===== src/hw/rtl/hkit_pkg.sv =====
`default_nettype none

package hkit_pkg;

    // Table geometry
    localparam int TABLE_DEPTH = 4096;
    localparam int BLOCK_SLOTS = 128;
    localparam int MAX_PROBES  = 19;

    localparam int MAX_BLOCKS  = TABLE_DEPTH / BLOCK_SLOTS;
    localparam int SLOT_W      = $clog2(TABLE_DEPTH);
    localparam int BLOCK_W     = $clog2(BLOCK_SLOTS);
    localparam int REM_W       = SLOT_W - BLOCK_W;
    localparam int BLKS_W      = REM_W + 1;
    localparam int SIZE_W      = SLOT_W + 1;
    localparam int CNT_W       = SLOT_W + 1;
    localparam int TRY_W       = $clog2(MAX_PROBES + 1);

    // Fixed field widths
    localparam int KEY_W       = 31;
    localparam int HASH_W      = 32;
    localparam int ENTRY_W     = KEY_W + 1;
    localparam int CFG_W       = 6;
    localparam int CFG_RESET   = 32;

    // Remainder unit: MOD_DIGITS dividend bits per cycle
    localparam int HI_W        = HASH_W - BLOCK_W;
    localparam int MOD_DIGITS  = 5;
    localparam int MOD_STEPS   = (HI_W + MOD_DIGITS - 1) / MOD_DIGITS;
    localparam int MOD_PAD_W   = MOD_STEPS * MOD_DIGITS;
    localparam int MIX_STEPS   = 3;
    localparam int HSTEP_W     = $clog2((MOD_STEPS > MIX_STEPS ? MOD_STEPS : MIX_STEPS) + 1);

    typedef enum logic [1:0] {
        MODE_CLEAR  = 2'd0,
        MODE_INSERT = 2'd1,
        MODE_FINISH = 2'd2,
        MODE_LOOKUP = 2'd3
    } t_mode;

    typedef struct packed {
        t_mode              mode;
        logic [KEY_W-1:0]   key;
    } t_cmd;

    typedef struct packed {
        logic               success;
        logic [SLOT_W-1:0]  slot;
        logic [SLOT_W-1:0]  rank;
        logic [CNT_W-1:0]   entry_count;
    } t_res;

    typedef struct packed {
        logic               start;
        logic [HASH_W-1:0]  probe;
    } t_hash_req;

    typedef struct packed {
        logic               done;
        logic [SLOT_W-1:0]  slot;
    } t_hash_rsp;

endpackage

`default_nettype wire


===== src/hw/rtl/hkit_hash.sv =====
`default_nettype none

module hkit_hash (
    input  wire logic                       i_clk,
    input  wire logic                       i_rst_n,
    input  wire hkit_pkg::t_hash_req        i_req,
    input  wire logic [hkit_pkg::BLKS_W-1:0] i_blocks,
    output hkit_pkg::t_hash_rsp             o_rsp
);

    import hkit_pkg::*;

    typedef enum logic [1:0] {
        H_IDLE,
        H_MIX,
        H_MOD
    } t_hstate;

    t_hstate               r_state;
    logic [HSTEP_W-1:0]    r_cnt;
    logic [HASH_W-1:0]     r_h;
    logic [MOD_PAD_W-1:0]  r_q;
    logic [BLOCK_W-1:0]    r_lo;
    logic [REM_W-1:0]      r_rem;
    logic                  r_done;
    logic [SLOT_W-1:0]     r_slot;

    logic [HASH_W-1:0]     n_h;
    logic [REM_W-1:0]      n_rem;

    // One add/xor-shift pair of the integer mix
    function automatic logic [HASH_W-1:0] mix_step(input logic [HASH_W-1:0] h,
                                                  input logic [HSTEP_W-1:0] k);
        logic [HASH_W-1:0] s;
        s = h;
        case (k)
            HSTEP_W'(0): begin
                s = h + ~(h << 15);
                s = s ^ HASH_W'($signed(s) >>> 10);
            end
            HSTEP_W'(1): begin
                s = h + (h << 3);
                s = s ^ HASH_W'($signed(s) >>> 6);
            end
            default: begin
                s = h + ~(h << 11);
                s = s ^ HASH_W'($signed(s) >>> 16);
            end
        endcase
        return s;
    endfunction

    assign n_h = mix_step(r_h, r_cnt);

    // Restoring remainder, MOD_DIGITS bits of the upper hash per cycle
    always_comb begin
        logic [REM_W:0] t;
        n_rem = r_rem;
        for (int i = 0; i < MOD_DIGITS; i++) begin
            t = {n_rem, r_q[MOD_PAD_W-1-i]};
            if (t >= i_blocks) begin
                t = t - i_blocks;
            end
            n_rem = t[REM_W-1:0];
        end
    end

    // Sequencer: load, mix, reduce
    always_ff @(posedge i_clk) begin
        if (!i_rst_n) begin
            r_state <= H_IDLE;
            r_cnt   <= '0;
            r_done  <= 1'b0;
        end else begin
            r_done <= 1'b0;
            unique case (r_state)
                H_IDLE: begin
                    if (i_req.start) begin
                        r_h     <= i_req.probe;
                        r_cnt   <= '0;
                        r_state <= H_MIX;
                    end
                end
                H_MIX: begin
                    r_h   <= n_h;
                    r_cnt <= r_cnt + 1'b1;
                    if (r_cnt == HSTEP_W'(MIX_STEPS - 1)) begin
                        r_q     <= MOD_PAD_W'(n_h[HASH_W-1:BLOCK_W]);
                        r_lo    <= n_h[BLOCK_W-1:0];
                        r_rem   <= '0;
                        r_cnt   <= '0;
                        r_state <= H_MOD;
                    end
                end
                H_MOD: begin
                    r_q   <= r_q << MOD_DIGITS;
                    r_rem <= n_rem;
                    r_cnt <= r_cnt + 1'b1;
                    if (r_cnt == HSTEP_W'(MOD_STEPS - 1)) begin
                        r_slot  <= {n_rem, r_lo};
                        r_done  <= 1'b1;
                        r_state <= H_IDLE;
                    end
                end
                default: begin
                    r_state <= H_IDLE;
                end
            endcase
        end
    end

    assign o_rsp.done = r_done;
    assign o_rsp.slot = r_slot;

endmodule

`default_nettype wire


===== config.mk =====
export PLATFORM = sky130hd
export DESIGN_NAME = hkit_hash
export DESIGN_NICKNAME = d
export VERILOG_FILES = /design/src/hw/rtl/hkit_pkg.sv /design/src/hw/rtl/hkit_hash.sv
export SDC_FILE = /design/constraint.sdc
export NUM_CORES = 1
export LEC_CHECK = 0
export ABC_AREA = 1
export BUFFER_PORTS_ARGS = -buffer_cell sky130_fd_sc_hd__buf_2
export CORE_MARGIN = 5
export CORE_UTILIZATION = 45
export CTS_BUF_LIST = sky130_fd_sc_hd__clkbuf_2 sky130_fd_sc_hd__clkbuf_4 sky130_fd_sc_hd__clkbuf_8
export CTS_CLUSTER_SIZE = 20
export DETAILED_ROUTE_END_ITERATION = 10
export GPL_TIMING_DRIVEN = 0
export MAX_ROUTING_LAYER = met4
export PLACE_DENSITY_LB_ADDON = 0.2
export SLEW_MARGIN = 20
export SYNTH_ARGS = -nofsm -noshare
export SYNTH_HDL_FRONTEND = slang
export SYNTH_SLANG_ARGS = --single-unit

===== constraint.sdc =====
create_clock -name i_clk -period 7.9 [get_ports i_clk]
set_clock_uncertainty 0.05 [all_clocks]
set_input_delay 0.79 -clock i_clk [delete_from_list [all_inputs] [get_ports i_clk]]
set_output_delay 0.79 -clock i_clk [all_outputs]
set_load 0.01 [all_outputs]

==> results by group, run 1 <==
Outcome
  – Run status: completed

Critical path
  – Slowest cell on the critical path: sky130_fd_sc_hd__fa_1
  – Critical path's largest stage delay: 440 ps
  – Highest fanout seen on the critical path: 7
  – Critical Path Stages: 38
  – Crit path required time: 7990 ps
  – Gate family responsible for the most delay along the worst path: simple AND/OR/NAND/NOR gates
  – Combined buffer and inverter count along the critical path: 6
  – Critical Path AT: 7450 ps
  – Capturing element type of the critical path: flop
  – Startpoint-to-endpoint class of the critical path: in -> reg
  – Logic depth of the worst register-to-register path: 38
  – Launching element type of the critical path: input port
  – Cell type with the highest occurrence count on the critical path: sky130_fd_sc_hd__nand2_1

Route
  – Average vias per placed instance: 5.191
  – Routed len/inst: 18.35 um
  – Count of unresolved DRC violations after routing: 0
  – Total vias in the final route: 13780
  – Final antenna-violating net count: 0
  – Detailed Route Iter0 Violations: 1276
  – Detailed Routing Iterations Pass 1: 6
  – DRT Wirelength: 48710 um

Clock tree
  – Clock latency on the worst-skew pair: 380 ps
  – Depth of the CTS H-tree: 3
  – Number of sinks handled by clock tree synthesis: 87
  – Root cell of the clock tree: sky130_fd_sc_hd__clkbuf_8
  – Maximum buffer depth of the clock tree: 2
  – CTS tree: done
  – CTS Hold Bufs: 0
  – Reg clk slew, reported paths: 100 ps
  – Num CTS Buffers: 9

STA
  – Final critical delay including setup and external delays: 7362 ps
  – Final setup violation count: 0
  – Slew Viols, Final: 0
  – Final period utilization: 0.9319
  – Fin Setup TNS: 0 ps
  – Fin. Hold Viols: 0
  – Worst-case hold slack: 374.4 ps
  – Worst slew margin: 0.4485
  – Max frequency: 135.8 MHz
  – Transition time of the tightest slew-check pin: 824.6 ps

Synthesis
  – Area share of the largest cell type after synthesis: 0.2804
  – Yosys warning count: 0
  – Average footprint of a synthesized cell: 5.812 um^2
  – Most used flip-flop cell after synthesis: sky130_fd_sc_hd__edfxtp_1
  – Dominant cell type by area after synthesis: sky130_fd_sc_hd__nand2_1
  – Total nets after synthesis: 2343
  – Post-synth cell types: 43
  – EDFF count, synth: 81
  – Count of mapped cells out of synthesis: 2193
  – Number of synthesized register bits: 87
  – Share of synthesized flip-flops with an asynchronous set or reset: 0
  – Leading post-synthesis cells by cell area: sky130_fd_sc_hd__nand2_1 (28%), sky130_fd_sc_hd__edfxtp_1 (19%), sky130_fd_sc_hd__inv_1 (11%)
  – Post-synthesis cell area: 12750 um^2
  – Seq/Total Area, Yosys: 0.2003

Floorplanning
  – Initial Utilization: 0.4575
  – Die ar.: 31790 um^2
  – Die height: 178.3 um
  – Number of placement rows: 61
  – Chip width: 178.3 um
  – Number of ports placed on the die boundary: 54
  – Core outline area: 27860 um^2

Finish
  – Area growth from synthesis to final layout: 8.953%
  – Post-layout net count: 2420
  – Most frequent cells in the layout: sky130_fd_sc_hd__nand2_1 (952), sky130_fd_sc_hd__inv_1 (366), sky130_fd_sc_hd__nand3_1 (184)
  – Final design area excluding fillers: 13890 um^2
  – Proportion of layout cells with a drive suffix above 1: 0.07429
  – Cell Count, Final, Fillers Out: 2654
  – Fillers: 3055
  – Most common cell after layout, fill and taps aside: sky130_fd_sc_hd__nand2_1

Placement
  – Post-Place Cell Area: 13570 um^2
  – Routability congestion estimate from global placement: 1.035
  – Dpl cells: 2628
  – Detailed placement HPWL: 41120 um
  – Count of input and output buffers: 53

GRT
  – Vias in the first global route: 12620
  – Number of antenna violations at the first check in global routing: 0
  – Pin count of the biggest net entering global routing: 24
  – Global-route wire length before repair: 73190 um
  – Gr usage total: 0.3139
  – Gr ovfl total: 0

Hold path
  – Min-Delay Path Class: reg -> reg
  – Count of cells along the worst hold path: 0

Run
  – Max cap viols: 0
## cell type report
| type | instances | area, um^2 | area share |
|---|---|---|---|
| Inverter | 376 | 1415 | 0.1019 |
| Clock inverter | 6 | 73.82 | 0.005316 |
| Antenna cell | 1 | 2.502 | 0.0001802 |
| Timing Repair Buffer | 66 | 392.9 | 0.02829 |
| Clock buffer | 10 | 131.4 | 0.009460 |
| Sequential cell | 87 | 2552 | 0.1838 |
| Buffer | 24 | 220.2 | 0.01586 |
| Multi-Input combinational cell | 1706 | 8626 | 0.6211 |
| Tap cell | 378 | 473.0 | 0.03406 |
## final timing paths
check / from / to / slack [ps]
max: i_blocks[0] / r_rem[0]$_SDFFCE_PN0P_ / 540
min: r_lo[3]$_DFFE_PP_ / r_slot[3]$_DFFE_PP_ / 370
max reg2reg: r_q[24]$_SDFFCE_PN0P_ / r_rem[0]$_SDFFCE_PN0P_ / 690
min reg2reg: r_lo[3]$_DFFE_PP_ / r_slot[3]$_DFFE_PP_ / 370
## kinds of logic (layout without fill, tap and decap cells)
group           Yosys count  in the layout  share of synthesized area
compound gates          130            130                    0.05458
xor+xnor                 64             64                    0.04398
fa+ha+maj               109            109                     0.1105
buf+inv                 400            482                     0.1280
flops                    87             87                     0.2003
other cells               0              1                          0
simple gates           1403           1403                     0.4626
## layer usage
layer  wire length [um]  global-route usage  share of wire
met1              22170              0.4216           0.46
met2              22350              0.5074           0.46
met3               2796             0.03201          0.057
met4               1398             0.08698          0.029
met5                  0                   -              0
## cell usage after synthesis (7+ instances only)
library cell               instances
sky130_fd_sc_hd__nand4_1          36
sky130_fd_sc_hd__a21oi_1          71
sky130_fd_sc_hd__xnor2_1          19
sky130_fd_sc_hd__clkbuf_1          9
sky130_fd_sc_hd__nand2_2          13
sky130_fd_sc_hd__nand3b_1          7
sky130_fd_sc_hd__nand3_2          25
sky130_fd_sc_hd__ha_1            103
sky130_fd_sc_hd__inv_1           369
sky130_fd_sc_hd__nand3_1         186
sky130_fd_sc_hd__xor2_1           45
sky130_fd_sc_hd__clkbuf_8          7
sky130_fd_sc_hd__nand2_1         952
sky130_fd_sc_hd__o21ai_0          37
sky130_fd_sc_hd__nor2_1          154
sky130_fd_sc_hd__or2_2             8
sky130_fd_sc_hd__edfxtp_1         81
## flip-flops by register name (all words and copies together) (netlist names)
name	flops
r_rem	5
r_slot	12
r_lo	7
r_state	2
r_cnt	3
r_h	32
r_q	25
r_done	1
## per-stage QoR
stage | utilization | worst slack (ps)
4_1_cts | 0.4949 | 46.47
5_1_grt | 0.4984 | -43.36
3_5_place_dp | 0.4871 | -687.6
3_3_place_gp | 0.4840 | -573.1
2_1_floorplan | - | 674.7
6_report | 0.4985 | 538.1
## what timing repair did
item,4_1_cts,5_1_grt
setup endpoints to repair,10,10
gates cloned,0,0
setup buffers,0,9
pin swaps,0,7
resized for setup,3,15
Power of run 1 is not shown: default switching activity piles up to over one toggle a cycle in this logic, so the estimate is an artifact.
==> run 2, diff against run 1 <==
- BUFFER_PORTS_ARGS: -buffer_cell sky130_fd_sc_hd__buf_2 -> -buffer_cell sky130_fd_sc_hd__clkbuf_2
==> results by group, run 2 (synthesized netlist as in run 1, its figures left out) <==
Finish
  – Flip-flop count of the largest register, all copies and words added: 32 (unchanged)
  – Post-layout net count: 2426 (+0.25%)
  – Largest register by flop count: r_h
  – Fillers: 3028 (-0.88%)
  – Most frequent cells in the layout: sky130_fd_sc_hd__nand2_1 (952), sky130_fd_sc_hd__inv_1 (366), sky130_fd_sc_hd__nand3_1 (185)
  – Cell Count, Final, Fillers Out: 2659 (+0.19%)
  – Area growth from synthesis to final layout: 9.326%
  – Proportion of layout cells with a drive suffix above 1: 0.07672 (+0.002435)
  – Most common cell after layout, fill and taps aside: sky130_fd_sc_hd__nand2_1
  – N_diodes: 0 (-1)
  – Largest registers ranked by flip-flop count: r_h (32), r_q (25), r_slot (12)
  – Util after Layout: 0.5002 (+0.001707)

Critical path
  – Critical Path AT: 7590 ps (+140 ps)
  – Crit path from: i_blocks[1]
  – Startpoint-to-endpoint class of the critical path: in -> reg
  – Crit path required time: 8000 ps (about the same)
  – Highest fanout seen on the critical path: 6 (-1)
  – FF-to-FF Start: r_q[24]$_SDFFCE_PN0P_
  – Cell type with the highest occurrence count on the critical path: sky130_fd_sc_hd__nand2_1
  – Launching element type of the critical path: input port
  – Critical path's largest stage delay: 460 ps (+20 ps)
  – Capturing element type of the critical path: flop
  – Slowest cell on the critical path: sky130_fd_sc_hd__fa_2

Floorplanning
  – Number of ports placed on the die boundary: 54 (unchanged)
  – Die height: 178.3 um (unchanged)
  – Initial Utilization: 0.4575 (unchanged)
  – Number of placement rows: 61 (unchanged)
  – Die ar.: 31790 um^2 (unchanged)
  – Chip width: 178.3 um (unchanged)
  – Core outline area: 27860 um^2 (unchanged)

Route
  – Detailed Routing Iterations Pass 1: 6 (unchanged)
  – Routed len/inst: 17.98 um (-2.0%)
  – Count of unresolved DRC violations after routing: 0 (unchanged)
  – Total vias in the final route: 13790 (+0.087%)
  – Average vias per placed instance: 5.185 (-0.10%)
  – Final antenna-violating net count: 0 (unchanged)
  – DRT Wirelength: 47820 um (-1.8%)
  – Detailed Route Iter0 Violations: 1071 (-16%)

STA
  – Final critical delay including setup and external delays: 7491 ps (+129.2 ps)
  – Max frequency: 133.5 MHz (-1.7%)
  – Final setup violation count: 0 (unchanged)
  – Slew Viols, Final: 0 (unchanged)
  – Final period utilization: 0.9482 (+0.01635)
  – Transition time of the tightest slew-check pin: 734.1 ps (-90.53 ps)
  – Fin Setup TNS: 0 ps (unchanged)
  – Fin. Hold Viols: 0 (unchanged)
  – Worst slew margin: 0.5054 (+0.05695)

GRT
  – Pin count of the biggest net entering global routing: 25 (+4.2%)
  – Number of antenna violations at the first check in global routing: 0 (unchanged)
  – Global-route wire length before repair: 71890 um (-1.8%)
  – Vias in the first global route: 12480 (-1.1%)
  – Gr usage total: 0.3063 (-0.007614)
  – Gr ovfl total: 0 (unchanged)

Clock tree
  – CTS tree: done
  – Reg clk slew, reported paths: 100 ps (about the same)
  – Num CTS Buffers: 9 (unchanged)
  – Clock latency on the worst-skew pair: 380 ps (about the same)
  – Number of sinks handled by clock tree synthesis: 87 (unchanged)
  – Maximum buffer depth of the clock tree: 2 (unchanged)
  – Root cell of the clock tree: sky130_fd_sc_hd__clkbuf_8
  – Depth of the CTS H-tree: 3 (unchanged)
  – CTS Hold Bufs: 0 (unchanged)

Hold path
  – Launch instance of the worst min-delay path: r_lo[3]$_DFFE_PP_
  – Min-Delay Path Class: reg -> reg

Placement
  – Count of input and output buffers: 53 (unchanged)
  – Detailed placement HPWL: 40310 um (-2.0%)
  – Routability congestion estimate from global placement: 1.049 (+1.4%)
  – Dpl cells: 2628 (unchanged)

Run
  – Max cap viols: 0 (unchanged)

Outcome
  – Run status: completed
[run 2: changes by cell type in the layout (fill, tap and decap cells not counted), sizes merged]
cell    delta
clkbuf    +52
buf       -47
diode      -1
nand3      +1
[run 2: layer usage]
layer,share of wire,global-route usage
met3,0.055,0.04239
met4,0.037,0.09978
met5,0,-
met1,0.46,0.4117
met2,0.44,0.4787
[run 2: worst paths after layout]
check,endpoint,slack (ps),cells after the start
max,r_slot[7]$_DFFE_PP_,410,40
min reg2reg,r_slot[3]$_DFFE_PP_,380,0
max reg2reg,r_slot[7]$_DFFE_PP_,610,41
min,r_slot[3]$_DFFE_PP_,380,0
[run 2: repair_timing]
item,4_1_cts,5_1_grt
setup endpoints to repair,10,10
resized for setup,3,15
pin swaps,0,6
buffers inserted,0,14
cloned,0,1
[run 2: final cells by class]
type	count	area (um^2)	share of cell area
Buffer	24	220.2	0.01580
Clock buffer	10	131.4	0.009428
Clock inverter	6	73.82	0.005298
Inverter	376	1415	0.1016
Multi-Input combinational cell	1707	8635	0.6196
Sequential cell	87	2552	0.1832
Tap cell	378	473.0	0.03394
Timing Repair Buffer	71	434.2	0.03116
[run 2: critical path, delay by kind of cell]
kind / cells / cell delay [ps]
simple gates: 16 / 2110
compound gates: 11 / 2030
fa+ha+maj: 5 / 1700
buf+inv: 8 / 950
[run 2: through the flow]
step | hold WS [ps] | cell area, um^2 | setup slack, ps
2_1_floorplan | 350.3 | 12750 | 674.7
3_3_place_gp | 354.6 | 13480 | -616.4
3_5_place_dp | 358.0 | 13570 | -694.5
4_1_cts | 382.0 | 13800 | 61.93
5_1_grt | 398.0 | 13930 | -30.56
6_report | 381.6 | 13930 | 408.9
Power of run 2 is left out for the same reason.
==> run 3, diff against run 2 <==
- ABC_AREA: 1 -> not set
==> results by group, run 3 <==
Placement
  – Routability congestion estimate from global placement: 1.006 (-4.1%)
  – Dpl cells: 1508 (-43%)
  – Count of input and output buffers: 53 (unchanged)
  – Detailed placement HPWL: 26690 um (-34%)

Finish
  – Post-layout net count: 1421 (-41%)
  – Most common cell after layout, fill and taps aside: sky130_fd_sc_hd__a21oi_1
  – Flip-flop count of the largest register, all copies and words added: 32 (unchanged)
  – Largest registers ranked by flip-flop count: r_h (32), r_q (25), r_slot (12)
  – Area growth from synthesis to final layout: 15.69%
  – Cell Count, Final, Fillers Out: 1561 (-41%)
  – Proportion of layout cells with a drive suffix above 1: 0.1771 (+0.1004)
  – Largest register by flop count: r_h
  – Most frequent cells in the layout: sky130_fd_sc_hd__a21oi_1 (101), sky130_fd_sc_hd__nor2_1 (95), sky130_fd_sc_hd__ha_1 (95)
  – N_diodes: 0 (unchanged)

STA
  – Slew Viols, Final: 0 (unchanged)
  – Worst slew margin: 0.4793 (-0.02615)
  – Worst setup margin: -20.48 ps (-429.4 ps)
  – Unrepaired setup endpoints after global routing: true
  – Transition time of the tightest slew-check pin: 773.9 ps (+39.84 ps)
  – Fin. Hold Viols: 0 (unchanged)
  – Final critical delay including setup and external delays: 7920 ps (+429.4 ps)
  – Worst-case hold slack: 374.6 ps (-6.974 ps)
  – Max frequency: 126.3 MHz (-5.4%)
  – Final setup violation count: 4 (+4)
  – Final period utilization: 1.003 (+0.05435)

Clock tree
  – CTS tree: done
  – Reg clk slew, reported paths: 90 ps (about the same)
  – Number of sinks handled by clock tree synthesis: 87 (unchanged)
  – Num CTS Buffers: 9 (unchanged)
  – Depth of the CTS H-tree: 3 (unchanged)
  – Maximum buffer depth of the clock tree: 2 (unchanged)
  – Clock latency on the worst-skew pair: 370 ps (about the same)
  – Root cell of the clock tree: sky130_fd_sc_hd__clkbuf_8

Hold path
  – Launch instance of the worst min-delay path: r_lo[5]$_DFFE_PP_
  – Min-Delay Path Class: reg -> reg
  – Count of cells along the worst hold path: 0 (unchanged)
  – WHS Endpoint: r_slot[5]$_DFFE_PP_

GRT
  – Number of antenna violations at the first check in global routing: 0 (unchanged)
  – Gr ovfl total: 0 (unchanged)
  – Global-route wire length before repair: 51690 um (-28%)
  – Gr usage total: 0.2634 (-0.04281)
  – Pin count of the biggest net entering global routing: 25 (unchanged)
  – Vias in the first global route: 9029 (-28%)

Synthesis
  – Seq/Total Area, Yosys: 0.2503 (+0.05005)
  – Library cell with the highest instance count after synthesis: sky130_fd_sc_hd__a21oi_1
  – Total nets after synthesis: 1318 (-44%)
  – Post-synthesis cell area: 10200 um^2 (-20%)
  – Most used flip-flop cell after synthesis: sky130_fd_sc_hd__edfxtp_1
  – Yosys warning count: 0 (unchanged)
  – EDFF count, synth: 81 (unchanged)
  – Share of synthesized flip-flops with an asynchronous set or reset: 0 (unchanged)
  – Number of synthesized register bits: 87 (unchanged)
  – Post-synth cell types: 78 (+81%)
  – Count of mapped cells out of synthesis: 1168 (-47%)
  – Average footprint of a synthesized cell: 8.731 um^2 (+50%)
  – Top cells by count, synth: sky130_fd_sc_hd__a21oi_1 (110), sky130_fd_sc_hd__ha_1 (103), sky130_fd_sc_hd__nor2_1 (97)
  – Leading post-synthesis cells by cell area: sky130_fd_sc_hd__edfxtp_1 (24%), sky130_fd_sc_hd__ha_1 (13%), sky130_fd_sc_hd__xnor2_1 (8.0%)
  – Area share of the largest cell type after synthesis: 0.2385 (-0.04183)
  – Dominant cell type by area after synthesis: sky130_fd_sc_hd__edfxtp_1

Critical path
  – FF-to-FF Start: r_q[24]$_SDFFCE_PN0P_
  – Cell type with the highest occurrence count on the critical path: sky130_fd_sc_hd__a21oi_2
  – Crit path required time: 7980 ps (-20 ps)
  – Internal reg-to-reg setup slack: 20 ps (-590 ps)
  – Logic depth of the worst register-to-register path: 39 (-4.9%)
  – Launching element type of the critical path: input port
  – Crit path from: i_blocks[0]
  – Slowest cell on the critical path: sky130_fd_sc_hd__fa_2
  – Critical path's largest stage delay: 390 ps (-70 ps)
  – Critical Path AT: 8000 ps (+410 ps)
  – Capturing element type of the critical path: flop
  – Startpoint-to-endpoint class of the critical path: in -> reg
  – FF-to-FF End: r_rem[2]$_SDFFCE_PN0P_
  – Highest fanout seen on the critical path: 7 (+1)

Floorplanning
  – Number of ports placed on the die boundary: 54 (unchanged)
  – Die height: 160.5 um (-10%)
  – Die ar.: 25770 um^2 (-19%)
  – Chip width: 160.5 um (-10%)
  – Initial Utilization: 0.4532 (-0.004379)
  – Core outline area: 22500 um^2 (-19%)
  – Number of placement rows: 55 (-9.8%)

Route
  – Average vias per placed instance: 6.088 (+17%)
  – Total vias in the final route: 9503 (-31%)
  – DRT Wirelength: 34160 um (-29%)
  – Routed len/inst: 21.88 um (+22%)
  – Final antenna-violating net count: 0 (unchanged)
  – Count of unresolved DRC violations after routing: 0 (unchanged)
  – Detailed Routing Iterations Pass 1: 6 (unchanged)
  – Detailed Route Iter0 Violations: 952 (-11%)

Outcome
  – Run status: finished, violations left
  – Failing checks: negative setup slack

Run
  – Max cap viols: 0 (unchanged)
## run 3: cell count changes in the layout (fill, tap and decap cells not counted), moves of 24 or more
cell and delta:
sky130_fd_sc_hd__a31oi_1 +36, sky130_fd_sc_hd__a21oi_1 +32, sky130_fd_sc_hd__nand3_2 -27, sky130_fd_sc_hd__inv_1 -306
sky130_fd_sc_hd__a21o_1 +24, sky130_fd_sc_hd__nor2_1 -59, sky130_fd_sc_hd__xnor2_1 +74, sky130_fd_sc_hd__nand2_1 -866
sky130_fd_sc_hd__nand3_1 -160
## run 3: final cells by class
cell class                      count  area, um^2
Fill cell                        2082       10710
Multi-Input combinational cell    966        7533
Sequential cell                    87        2552
Timing Repair Buffer               92       638.1
Tap cell                          285       356.6
Inverter                           69       272.8
Buffer                             46       244.0
Clock buffer                       11       138.9
Clock inverter                      5       61.31
## run 3: logic make-up (layout without fill, tap and decap cells)
logic type,Yosys count,count (layout),share of synthesized area
AND/OR/NAND/NOR,303,303,0.1426
adder cells (fa/ha/maj),109,109,0.1382
flip-flops,87,87,0.2503
buffers and inverters,115,223,0.04822
XOR/XNOR,169,169,0.1594
multiplexers,26,26,0.02798
AO/OA/AOI/OAI,359,359,0.2334
## run 3: metal layers
metal  vias up  part of all wire  global-route usage
met3        78             0.073             0.03079
met5         -                 0                   -
li1       4506                 -                   -
met2       426              0.46              0.4202
met1      4493              0.43              0.3519
met4         0             0.032             0.08330
## run 3: stage by stage
| stage | cell area (um^2) | setup TNS (ps) | setup slack (ps) | util |
|---|---|---|---|---|
| CTS | 11630 | 0 | 2.403 | 0.5169 |
| global route | 11800 | -2416 | -318.0 | 0.5243 |
| finish | 11800 | -65.93 | -20.48 | 0.5243 |
| detailed placement | 11010 | -11720 | -1267 | 0.4893 |
| floorplan | 10320 | -212.4 | -53.10 | - |
| global placement | 10940 | -10410 | -1142 | 0.4864 |
## run 3: worst max-delay path by stage
stage                                  end  slack [ps]
detailed placement  r_rem[1]$_SDFFCE_PN0P_       -1270
global route        r_rem[2]$_SDFFCE_PN0P_        -320
global placement    r_rem[1]$_SDFFCE_PN0P_       -1140
CTS                 r_rem[2]$_SDFFCE_PN0P_           2
finish              r_rem[2]$_SDFFCE_PN0P_         -20
floorplan           r_rem[1]$_SDFFCE_PN0P_         -50
## run 3: timing repair
action,CTS,global route
gates cloned,0,0
gates resized for setup,42,23
buffers inserted,28,9
setup endpoints to repair,10,10
hold buffers,0,0
pin swaps,32,31
## run 3: critical path, delay by kind of cell
family                     cells  cell delay [ps]
AOI/OAI and AO/OA             18             2640
adders and majority gates      6             1720
muxes                          5             1560
buffers and inverters          6              630
and+or+nand+nor                4              630
Power of run 3 is left out for the same reason.
